--- config.mk ---
export PLATFORM = sky130hd
export DESIGN_NAME = unordered_value_table_unit
export DESIGN_NICKNAME = d
export VERILOG_FILES = /design/src/hdl/uvt_pkg.sv /design/src/hdl/uvt_ram.sv /design/src/hdl/unordered_value_table_unit.sv
export SDC_FILE = /design/constraint.sdc
export NUM_CORES = 1
export LEC_CHECK = 0
export BUFFER_PORTS_ARGS = -buffer_cell sky130_fd_sc_hd__buf_4
export CORE_ASPECT_RATIO = 0.6
export CORE_MARGIN = 4
export CORE_UTILIZATION = 40
export CTS_CLUSTER_SIZE = 10
export DETAILED_ROUTE_END_ITERATION = 10
export GPL_TIMING_DRIVEN = 1
export PLACE_DENSITY = 0.58
export SLEW_MARGIN = 20
export SYNTH_ARGS = -nofsm -noshare
export SYNTH_HDL_FRONTEND = slang
export SYNTH_SLANG_ARGS = --single-unit
export TNS_END_PERCENT = 100
--- constraint.sdc ---
create_clock -name aclk -period 8.9 [get_ports aclk]
set_clock_uncertainty 0.05 [all_clocks]
set_input_delay 0.89 -clock aclk [delete_from_list [all_inputs] [get_ports aclk]]
set_output_delay 0.89 -clock aclk [all_outputs]
set_load 0.01 [all_outputs]
--- src/hdl/uvt_pkg.sv ---
// Shared types and codes for the unordered value table.
`timescale 1ns / 1ps

package uvt_pkg;

    localparam int CmdW    = 2;
    localparam int ValueW  = 32;
    localparam int StatusW = 2;
    localparam int FoundW  = 4;
    localparam int CountW  = 5;

    localparam int InDataW  = 40;
    localparam int OutDataW = 16;

    typedef enum logic [CmdW-1:0] {
        CMD_APPEND = 2'd0,
        CMD_POP    = 2'd1,
        CMD_LOCATE = 2'd2,
        CMD_REMOVE = 2'd3
    } uvt_cmd_t;

    typedef enum logic [StatusW-1:0] {
        STAT_OK        = 2'd0,
        STAT_NOT_FOUND = 2'd1,
        STAT_FULL      = 2'd2,
        STAT_EMPTY     = 2'd3
    } uvt_status_t;

    typedef enum logic [1:0] {
        ST_IDLE,
        ST_SCAN,
        ST_MOVE,
        ST_RESP
    } uvt_state_t;

endpackage

--- src/hdl/uvt_ram.sv ---
// Generic single-port-write, single-port-read RAM with a registered read.
`timescale 1ns / 1ps

module uvt_ram #(
    parameter int WIDTH = 32,
    parameter int DEPTH = 16
) (
    input  logic                     aclk,
    input  logic                     we,
    input  logic [$clog2(DEPTH)-1:0] waddr,
    input  logic [WIDTH-1:0]         wdata,
    input  logic [$clog2(DEPTH)-1:0] raddr,
    output logic [WIDTH-1:0]         rdata
);

    logic [WIDTH-1:0] mem [DEPTH];
    logic [WIDTH-1:0] rdata_reg;

    always_ff @(posedge aclk) begin
        if (we) begin
            mem[waddr] <= wdata;
        end
        rdata_reg <= mem[raddr];
    end

    assign rdata = rdata_reg;

endmodule

--- src/hdl/unordered_value_table_unit.sv ---
// Top level of the unordered value table: command sequencer around the entry memory.
`timescale 1ns / 1ps

// The unit keeps an unordered table of up to DEPTH signed 32-bit values in one
// synchronous RAM and answers one request at a time with one result. Append
// stores the value at the end of the table and reports a full table when there
// is no room; pop drops the last entry; locate returns the lowest slot that
// holds the value; remove locates the value, copies the last entry into that
// slot and shrinks the count. Every result carries the entry count after the
// request. Locate and remove read the RAM one slot per cycle through its single
// read port, from slot 0 up to the first hit or the last entry, and a remove
// that must move the last entry then passes through a move state for that copy.
// The next request is taken as soon as the sequencer is back in idle, even
// while the previous result still sits in the output register waiting for the
// consumer. Found index and count are reported in their low 4 and 5 bits.

module unordered_value_table_unit
    import uvt_pkg::*;
#(
    parameter int DEPTH = 16
) (
    input  logic                aclk,
    input  logic                aresetn,
    input  logic                s_tvalid,
    output logic                s_tready,
    // From bit 0: command [1:0], value [33:2], zero padding [39:34].
    input  logic [InDataW-1:0]  s_tdata,
    output logic                m_tvalid,
    input  logic                m_tready,
    // From bit 0: status [1:0], found_index [5:2], entry_count [10:6], zeros [15:11].
    output logic [OutDataW-1:0] m_tdata
);

    localparam int AW = $clog2(DEPTH);
    localparam int CW = $clog2(DEPTH + 1);
    localparam logic [CW-1:0] FULL_COUNT = CW'(DEPTH);

    uvt_state_t              state_reg, state_next;
    logic [CW-1:0]           cnt_reg, cnt_next;
    uvt_cmd_t                cmd_reg, cmd_next;
    logic [ValueW-1:0]       val_reg, val_next;
    logic [AW-1:0]           rd_idx_reg, rd_idx_next;
    logic [AW-1:0]           fidx_reg, fidx_next;
    uvt_status_t             stat_reg, stat_next;
    logic                    m_tvalid_reg, m_tvalid_next;
    logic [OutDataW-1:0]     m_tdata_reg, m_tdata_next;

    logic                    mem_we;
    logic [AW-1:0]           mem_waddr;
    logic [ValueW-1:0]       mem_wdata;
    logic [AW-1:0]           mem_raddr;
    logic [ValueW-1:0]       mem_rdata;

    uvt_cmd_t                s_cmd;
    logic [ValueW-1:0]       s_value;
    logic [CW-1:0]           cnt_m1;
    logic [AW-1:0]           last_idx;
    logic [AW+FoundW-1:0]    fidx_ext;
    logic [CW+CountW-1:0]    cnt_ext;

    assign s_cmd    = uvt_cmd_t'(s_tdata[CmdW-1:0]);
    assign s_value  = s_tdata[CmdW+ValueW-1:CmdW];
    assign cnt_m1   = cnt_reg - CW'(1);
    assign last_idx = cnt_m1[AW-1:0];
    // Widen first so the part-selects work for any table depth.
    assign fidx_ext = {{FoundW{1'b0}}, fidx_reg};
    assign cnt_ext  = {{CountW{1'b0}}, cnt_reg};

    assign s_tready = (state_reg == ST_IDLE);
    assign m_tvalid = m_tvalid_reg;
    assign m_tdata  = m_tdata_reg;

    uvt_ram #(
        .WIDTH(ValueW),
        .DEPTH(DEPTH)
    ) u_entries (
        .aclk  (aclk),
        .we    (mem_we),
        .waddr (mem_waddr),
        .wdata (mem_wdata),
        .raddr (mem_raddr),
        .rdata (mem_rdata)
    );

    always_comb begin
        state_next    = state_reg;
        cnt_next      = cnt_reg;
        cmd_next      = cmd_reg;
        val_next      = val_reg;
        rd_idx_next   = rd_idx_reg;
        fidx_next     = fidx_reg;
        stat_next     = stat_reg;
        m_tvalid_next = m_tvalid_reg;
        m_tdata_next  = m_tdata_reg;
        mem_we        = 1'b0;
        mem_waddr     = cnt_reg[AW-1:0];
        mem_wdata     = s_value;
        mem_raddr     = '0;

        // The consumer took the held result.
        if (m_tvalid_reg && m_tready) begin
            m_tvalid_next = 1'b0;
        end

        unique case (state_reg)
            ST_IDLE: begin
                if (s_tvalid) begin
                    cmd_next    = s_cmd;
                    val_next    = s_value;
                    fidx_next   = '0;
                    stat_next   = STAT_OK;
                    rd_idx_next = '0;
                    state_next  = ST_RESP;
                    unique case (s_cmd) inside
                        CMD_APPEND: begin
                            if (cnt_reg == FULL_COUNT) begin
                                stat_next = STAT_FULL;
                            end else begin
                                mem_we   = 1'b1;
                                cnt_next = cnt_reg + CW'(1);
                            end
                        end
                        CMD_POP: begin
                            if (cnt_reg == '0) begin
                                stat_next = STAT_EMPTY;
                            end else begin
                                cnt_next = cnt_m1;
                            end
                        end
                        CMD_LOCATE, CMD_REMOVE: begin
                            if (cnt_reg == '0) begin
                                stat_next = STAT_EMPTY;
                            end else begin
                                // Slot 0 is being read; its data arrives in the scan.
                                state_next = ST_SCAN;
                            end
                        end
                        default: begin
                            stat_next = STAT_OK;
                        end
                    endcase
                end
            end

            ST_SCAN: begin
                // The read data belongs to the slot in rd_idx_reg.
                if (mem_rdata == val_reg) begin
                    fidx_next = rd_idx_reg;
                    if (cmd_reg == CMD_REMOVE) begin
                        if (rd_idx_reg == last_idx) begin
                            cnt_next   = cnt_m1;
                            state_next = ST_RESP;
                        end else begin
                            mem_raddr  = last_idx;
                            state_next = ST_MOVE;
                        end
                    end else begin
                        state_next = ST_RESP;
                    end
                end else if (rd_idx_reg == last_idx) begin
                    stat_next  = STAT_NOT_FOUND;
                    state_next = ST_RESP;
                end else begin
                    rd_idx_next = rd_idx_reg + AW'(1);
                    mem_raddr   = rd_idx_reg + AW'(1);
                end
            end

            ST_MOVE: begin
                // The last entry fills the hole left by the removed value.
                mem_we     = 1'b1;
                mem_waddr  = fidx_reg;
                mem_wdata  = mem_rdata;
                cnt_next   = cnt_m1;
                state_next = ST_RESP;
            end

            ST_RESP: begin
                if (!m_tvalid_reg || m_tready) begin
                    m_tvalid_next = 1'b1;
                    m_tdata_next  = {{(OutDataW-StatusW-FoundW-CountW){1'b0}},
                                     cnt_ext[CountW-1:0], fidx_ext[FoundW-1:0], stat_reg};
                    state_next    = ST_IDLE;
                end
            end

            default: begin
                state_next = ST_IDLE;
            end
        endcase
    end

    always_ff @(posedge aclk) begin
        if (!aresetn) begin
            state_reg    <= ST_IDLE;
            cnt_reg      <= '0;
            m_tvalid_reg <= 1'b0;
        end else begin
            state_reg    <= state_next;
            cnt_reg      <= cnt_next;
            m_tvalid_reg <= m_tvalid_next;
        end
    end

    always_ff @(posedge aclk) begin
        cmd_reg     <= cmd_next;
        val_reg     <= val_next;
        rd_idx_reg  <= rd_idx_next;
        fidx_reg    <= fidx_next;
        stat_reg    <= stat_next;
        m_tdata_reg <= m_tdata_next;
    end

endmodule

; ---- Yosys cells after proc, flatten, opt, wreduce, memory -nomap -nowiden
; Memory sizes are Yosys's and may differ from the RTL's. A register that Yosys moved wholly into a read port is not among the register bits.
; Cells that the tools add are included.
[word_totals]
register_bits = 63
ramBits = 512
out_inout_bits = 18
wordCells = 97
memories = 1
[op_classes]
add_sub_neg = 3
eq_ne = 21
muxes = 46
n_reduce_logical = 17
[memory_table]
columns = memory, depth, width, read_ports, rd_clocked_by_memory_dff, wr, line
row1 = u_entries.mem, 16, 32, 1, 1, 1, uvt_ram.sv:16  ; logic [WIDTH-1:0] mem [DEPTH];
[ops]
columns = cell, count
row1 = $mux W4, 10
row2 = $eq A32 B32 Y1, 1
row3 = $mux W32, 1
row4 = $mux W5, 6
row5 = $mux W2, 12
row6 = $pmux W4 S2, 2
row7 = $pmux W5 S3, 1
row8 = $ne A2 B2 Y1 const B, 7
row9 = $eq A2 B2 Y1 const B, 5
row10 = $pmux W5 S2, 1
row11 = $mux W1, 9
row12 = $ne A3 B3 Y1 const B, 3
row13 = $pmux W2 S2, 2
row14 = $pmux W2 S4, 1
row15 = $reduce_and A4 Y1, 2
row16 = $reduce_and A8 Y1, 1
row17 = $reduce_and A3 Y1, 2
row18 = $add A5 B1 Y5 const B, 1
row19 = $eq A5 B5 Y1 const B, 1
row20 = $logic_not A5 Y1, 1
row21 = $sub A5 B1 Y5 const B, 1
row22 = $add A4 B1 Y4 const B, 1
row23 = $eq A2 B1 Y1 const B, 2
row24 = $eq A4 B4 Y1, 1
row25 = other kinds (11), 13

; ---- Depth between registers and ports, before layout
; Gate-level depths: netlist of the first run.
[depth]
depth_word = 7
ltp_mapped = 14
depth_no_buf = 10

; ---- Hierarchy
; A second synthesis of the first run with hierarchy kept.
[hier_totals]
hier_cells = 1117
hier_area_um2 = 23296.1
[by_module_without_submodules]
columns = mod, instances, cells_each, area_per_inst_um2
row1 = uvt_ram, 1, 838, 19835.3
row2 = unordered_value_table_unit, 1, 279, 3460.8

; ---- Least setup slack after synthesis of the first run
; No wires, ideal clock.
[synth_timing]
path_kind = input to register
startpoint = input port s_tvalid
endpoint = memory u_entries.mem[0][0], enable pin
arrival_time_ps = 3622
setup_slack_ps = 4807
stages = 4
cell_sequence = and2_1 a31o_2 o21ai_0 nor2_1
[synth_via]
elab_chain_cells = 4
[synth_lines]
columns = element, line
row1 = start: declaration, unordered_value_table_unit.sv:24  ; input logic s_tvalid,
row2 = $mux W1, unordered_value_table_unit.sv:107  ; if (s_tvalid) begin
row3 = $pmux W1 S2, unordered_value_table_unit.sv:105  ; unique case (state_reg)
row4 = $mux W1, uvt_ram.sv:20  ; if (we) begin
row5 = $mux W1 (implied by the code), uvt_ram.sv:21  ; mem[waddr] <= wdata;
row6 = end: declaration, uvt_ram.sv:16
; Every way passes these cells.

; ---- Worst setup path after layout of the first run
[layout_timing]
startpoint = register val_reg[19]
endpoint = register u_entries.rdata_reg[12] (netlist: u_entries.rdata[12]), read port of u_entries.mem
[layout_via]
elab_chain_cells = 3
[layout_lines]
columns = element, line
row1 = start: declaration, unordered_value_table_unit.sv:41  ; logic [ValueW-1:0] val_reg, val_next;
row2 = start signal: assignment, unordered_value_table_unit.sv:207  ; val_reg <= val_next;
row3 = $eq A32 B32 Y1, unordered_value_table_unit.sv:147  ; if (mem_rdata == val_reg) begin
row4 = $mux W4, unordered_value_table_unit.sv:147
row5 = $mux W4, unordered_value_table_unit.sv:105
row6 = end: declaration, uvt_ram.sv:17  ; logic [WIDTH-1:0] rdata_reg;
; Every way passes these cells.
; A chain may end at the register's enable or synchronous reset.

==> impl_metrics.toml, run 1 <==
[outcome]
status = "finished, final reports clean"

[cells_and_area]
largest_reg_flops = 512
nNetsFinal = 1882
antenna_cells = 0
fill_cells = 5408
multi_input_area_um2 = 6360
instances_no_fill = 2711
area_delta_synth_final_pct = 13.9
drive_above_1_share_pct = 13.3
final_util_pct = 46.2
seqCellArea_um2 = 17800

[synth]
netlist_top_cells_area = "edfxtp_1, nand3_1, dfxtp_1, o21ai_0, o211ai_1"
synth_top_area_share_pct = 68.7
synthTopCellsByCount = "edfxtp_1, nand3_1, o21ai_0"
yosysSeqAreaShare_pct = 71.9
synth_seq_cells = 607
synth_edf_count = 567
ys.flop_type = "edfxtp_1"
postSynthAreaPerCell_um2 = 13.9
yosysTopAreaCell = "edfxtp_1"
syn_area_um2 = 24800
synth.yosys.warnings = 0
ys_types = 73
syn_inst = 1789
synth_most_common_cell = "edfxtp_1"
async_flop_share_pct = 0

[detailed_routing]
vias = 16000
wl_per_cell_um = 26.9
postRouteAntennaNets = 0
routed_wl_mm = 72.9
drcViolationCount = 0
via_per_inst = 5.91
drtIter0Drc = 2009
drtPass1Iterations = 5

[die]
die_y_um = 201
pin_count = 62
start_util_pct = 40.6
rows = 70
die_width_um = 329
die_area_um2 = 66200
fp.coreArea_um2 = 61100

[sta]
slew_violations = 0
rsz0062_at_grt = "false"
finalSetupViolations = 0
finalHoldViolations = 0
relSlewSlack_pct = 30.5
finalCritPeriodShare_pct = 59.5
tns_ns = 0
fin_crit_ns = 5.29
fmax_ghz = 0.189
tightest_slew_ns = 1.03

[placement]
routabilityCongestion = 0.813
dp.cells = 2586
hpwl_mm = 36.2
portBuffers = 50

[critical_path]
worst-path-buf-inv = 1
cp_slowest_stage_delay_ns = 0.99
worstReg2RegStart = "val_reg[19]"
cp_top_family = "simple AND/OR/NAND/NOR gates"
r2r-end = "u_entries.rdata[12]"
critPathCaptureType = "flop"
reg2regPathDepth = 9
cp_data_required_time_ns = 9.32
r2r_slack_ns = 3.61
worstPathMaxFanout = 57
slowest_stage = "o21ai_4"
crit_path_cell_trace = "xor2_1, nor4_1, nand4_1, o21ai_4, buf_4, nand3_1, o211ai_1, nand4_1, nor4_1"
critPathKind = "flop to flop"
start_kind = "flop"
crit_arrival_ns = 5.72

[power_and_ir_drop]
power.density_nw_per_um2 = 334
ir_worst_vdd_v = 0.000224
leakage_nw = 9.59
power_mw = 9.43

[clocking]
cts_root_buf = "clkbuf_16"
clkSlewWorstSetupHoldPaths_ns = 0.06
cts_setup_buffers = 0
cts.repair.resized = 0
clock_path_buffers = 3
clk_latency_ns = 0.60
numCtsBuffers = 70
cts_tree = "yes"
postCtsHoldBufs = 0
htreeDepth = 3
clock-sinks = 607

[global_routing]
grt_antenna_before_repair = 1
track_usage_pct = 21.7
grt_first_pass_wirelength_mm = 105
grt_max_degree = 76
overflow = 0
grt_pass1_vias = 15100

[flow_run]
max-cap-violations = 0

[min_path]
hp-start = "stat_reg[0]"
hold_path_class = "flop to flop"
min_to = "m_tdata[0]"
hold_path_depth = 0
[layer usage]
metal  vias to the layer above  part of all wire [%]  GRT usage, %
li1                       6982                     -             -
met1                      8043                    44          32.3
met2                       867                    43          31.4
met3                       130                    11          6.15
met4                         0                   2.4          5.66
met5                         -                     0             0
[area by class of cell]
cell class / instances / share of cell area (%)
well taps: 828 / 3.67
inverters: 85 / 1.13
flip-flops and latches: 607 / 63.1
clock buffers: 120 / 7.09
repair buffers: 89 / 2.36
clock inverters: 5 / 0.137
multi-input cells: 977 / 22.5
[placed cells by master, fill, tap and decap left out, types with 9 or more instances in the layout]
master	count
a211oi_1	21
nand4_1	30
o21ai_0	136
nand2_1	38
edfxtp_1	567
o211ai_1	52
clkbuf_16	73
and3_1	19
mux2_2	32
xor2_1	39
inv_1	84
a21boi_0	17
clkbuf_1	47
a21oi_1	62
a21o_1	25
o21bai_1	9
o22ai_1	25
nand3_1	265
nor4_1	31
buf_4	89
dfxtp_1	40
nor2_4	19
mux2i_1	15
nor2_1	20
[metrics by stage]
step	worst slack, ns	hold slack [ns]	instance area [um^2]
floorplan	4.81	0.350	24800
global placement	3.80	0.358	26200
detailed placement	3.82	0.357	26200
CTS	3.78	0.370	28300
global route	3.37	0.376	28300
finish	3.61	0.368	28300
[worst max path at each step]
stage / startpoint / end / slack, ns / cells past startpoint
finish: val_reg[19] / u_entries.rdata[12] / 3.61 / 9
CTS: val_reg[19] / u_entries.rdata[2] / 3.78 / 8
global placement: val_reg[19] / u_entries.rdata[2] / 3.80 / 8
detailed placement: val_reg[19] / u_entries.rdata[2] / 3.82 / 8
global route: val_reg[19] / u_entries.rdata[12] / 3.37 / 9
floorplan: s_tvalid / u_entries.mem[0][0] / 4.81 / 4
[power breakdown]
group,leakage [nW],internal [mW],switching (mW),total [mW]
clock,0.975,1.53,1.10,2.63
sequential,5.47,3.70,0.161,3.86
combinational,3.14,0.820,2.12,2.94
total,9.59,6.05,3.38,9.43
[cell families after synthesis]
group	after synthesis	synth area share (%)
buf+inv	209	3.59
simple gates	471	10.1
compound gates	396	10.1
other cells	1	0.0151
mux	49	2.14
flops	607	71.9
fa+ha+maj	8	0.404
xor+xnor	48	1.81
(Power assumes the default switching activity.)
==> run 2: changes to the inputs <==
--- a/config.mk
+++ b/config.mk
@@ -5,6 +5,7 @@
 export SDC_FILE = /design/constraint.sdc
 export NUM_CORES = 1
 export LEC_CHECK = 0
+export ABC_AREA = 1
 export BUFFER_PORTS_ARGS = -buffer_cell sky130_fd_sc_hd__buf_4
 export CORE_ASPECT_RATIO = 0.6
 export CORE_MARGIN = 4
@@ -12,7 +13,7 @@
 export CTS_CLUSTER_SIZE = 10
 export DETAILED_ROUTE_END_ITERATION = 10
 export GPL_TIMING_DRIVEN = 1
-export PLACE_DENSITY = 0.58
+export PLACE_DENSITY = 0.6
 export SLEW_MARGIN = 20
 export SYNTH_ARGS = -nofsm -noshare
 export SYNTH_HDL_FRONTEND = slang
==> constraint.sdc (replaced) <==
create_clock -name aclk -period 4.45 [get_ports aclk]
set_clock_uncertainty 0.05 [all_clocks]
set_input_delay 0.445 -clock aclk [delete_from_list [all_inputs] [get_ports aclk]]
set_output_delay 0.445 -clock aclk [all_outputs]
set_load 0.01 [all_outputs]
==> run 2 against run 1 <==
Setup slack worse by 2.7 ns. Register-to-register slack lost 2.7 ns. Flip-flop and latch count is the same. Die area up 11%. First-iteration DRC count is 2.0% lower. Synthesized area rose by 11%. Design area is 11% higher. Sequential power is 110% higher. Sequential share of layout area is 6.2 points lower. Critical path depth up 8. Non-clock buffer count grew 45. Combinational power is 120% higher. Critical endpoint is now u_entries.rdata[11]. Largest power group unchanged. Highest routed layer unchanged.
==> impl_metrics.toml, run 2 <==
[placement]
portBuffers = 50
hpwl_mm = 37.9
routabilityCongestion = 0.764

[sta]
rsz0062_at_grt = "false"
tns_ns = 0
tightest_slew_ns = 1.11
relSlewSlack_pct = 25.7
fmax_ghz = 0.283
finalHoldViolations = 0
finalCritPeriodShare_pct = 79.5
finalSetupViolations = 0
fin_crit_ns = 3.54
slew_violations = 0
holdWs_ns = 0.0395

[global_routing]
track_usage_pct = 20.0
grt_pass1_vias = 19200
use_met1_pct = 27.2
gr-usage-met3_pct = 4.26
met2_usage_pct = 32.3
top_usage_layer = "met2"
grt_antenna_before_repair = 0
overflow = 0
grt_max_degree = 161
grt_first_pass_wirelength_mm = 113

[critical_path]
cp_data_required_time_ns = 4.94
cp_top_family = "simple AND/OR/NAND/NOR gates"
crit_path_cell_trace = "inv_1, nand2_1, nand2_1, nand2_1, inv_1, nand2_1, nor2_1, nand2_1, nor2_4, nand3_1, a21oi_1, o21ai_4, buf_4, clkinv_1, buf_4, nand3_1, nand2_1"
crit_arrival_ns = 4.03
worst-path-buf-inv = 5
start_kind = "flop"
worstPathMaxFanout = 32
critPathCaptureType = "flop"
r2r_slack_ns = 0.91
slowest_stage = "buf_4"
critPathKind = "flop to flop"
cpMostUsedCell = "nand2_1"
cp_slowest_stage_delay_ns = 0.54

[detailed_routing]
routed_wl_mm = 73.9
via_per_inst = 5.24
postRouteAntennaNets = 0
vias = 19500
drtPass1Iterations = 5
drcViolationCount = 0
wl_per_cell_um = 19.8
drtIter0Drc = 1969

[synth]
yosysTopAreaCell = "edfxtp_1"
synth_top_area_share_pct = 61.6
synth_seq_cells = 607
ys_types = 34
synthTopCellsByCount = "inv_1, edfxtp_1, nand3_1"
syn_area_um2 = 27600
syn_inst = 2733
ys.flop_type = "edfxtp_1"
synth.yosys.warnings = 0
synth_most_common_cell = "inv_1"
synth_edf_count = 567
async_flop_share_pct = 0
postSynthAreaPerCell_um2 = 10.1
yosysSeqAreaShare_pct = 64.5
netlist_top_cells_area = "edfxtp_1, inv_1, nand3_1, nand4_1, nand2_1"

[clocking]
clk_latency_ns = 0.60
clock_path_buffers = 3
clock-sinks = 607
htreeDepth = 3
cts.repair.resized = 0
numCtsBuffers = 70
cts_root_buf = "clkbuf_16"
cts_tree = "yes"
clkSlewWorstSetupHoldPaths_ns = 0.07

[power_and_ir_drop]
leakage_nw = 13.3
power_mw = 19.6
power.density_nw_per_um2 = 626
ir_worst_vdd_v = 0.000632

[cells_and_area]
final_util_pct = 45.9
largest_reg_flops = 512
drive_above_1_share_pct = 8.66
area_delta_synth_final_pct = 13.4
final_cell_mix = "inv_1, edfxtp_1, nand3_1"
antenna_cells = 0
layout_commonest_cell = "inv_1"
nNetsFinal = 2821

[flow_run]
max-cap-violations = 0

[outcome]
status = "finished, final reports clean"

[min_path]
hold_path_class = "primary input to flop"

[die]
die_width_um = 347
start_util_pct = 40.5
die_y_um = 212
fp.coreArea_um2 = 68200
pin_count = 62
rows = 74
die_area_um2 = 73500
## run 2: cell types whose count changed after synthesis, moves of 28 or more
cell / before / now
o21ai_0: 140 / 17
a21oi_1: 64 / 31
o211ai_1: 52 / 0
nand3_1: 266 / 465
inv_1: 84 / 621
nand2_1: 38 / 424
buf_2: 46 / 116
nor4_1: 31 / 0
nand4_1: 30 / 257
xor2_1: 39 / 11
## run 2: cells by family after synthesis
logic type	share of synthesized area, %
and+or+nand+nor	21.2
buffers and inverters	11.5
DFF	64.5
AOI/OAI and AO/OA	1.08
xor gates and xnor gates	0.946
muxes	0.448
adders and majority gates	0.362
other	0.0136
## run 2: area by class of cell
| type | instances | area [um^2] |
|---|---|---|
| timing repair buffer | 134 | 1180 |
| tap | 912 | 1140 |
| multi-input combinational | 1330 | 6810 |
| fill | 6173 | 36900 |
| inverter | 626 | 2350 |
| clock buffer | 116 | 2000 |
| clock inverter | 4 | 35.0 |
| sequential | 607 | 17800 |
## run 2: metal layers
metal | part of all wire [%] | up-vias
met5 | 0 | -
met4 | 2.7 | 0
met3 | 7.6 | 147
met2 | 46 | 750
met1 | 44 | 9434
li1 | - | 9206
## run 2: final timing paths
check | startpoint | endpoint | depth (start not counted)
setup / recovery | val_reg[3] | u_entries.rdata[11] | 17
hold / removal | s_tdata[14] | val_reg[12] | 1
setup reg to reg | val_reg[3] | u_entries.rdata[11] | 17
hold reg to reg | stat_reg[0] | m_tdata[0] | 0
## run 2: report_power, final
group	switching, mW	internal (mW)
Sequential	0.307	7.64
Combinational	4.74	1.67
Clock	2.20	3.05
Total	7.25	12.4
## run 2: metrics by stage
stage	setup WS (ns)	cells	cell area [um^2]
global route	0.705	3729	31300
CTS	1.06	3728	31300
detailed placement	1.07	3576	28900
global placement	1.08	3576	28900
finish	0.912	3729	31300
floorplan	1.25	2737	27700
## run 2: what timing repair did
action,4_1_cts,5_1_grt
hold buffers,32,1
setup buffers,0,0
hold endpoints to repair,32,1
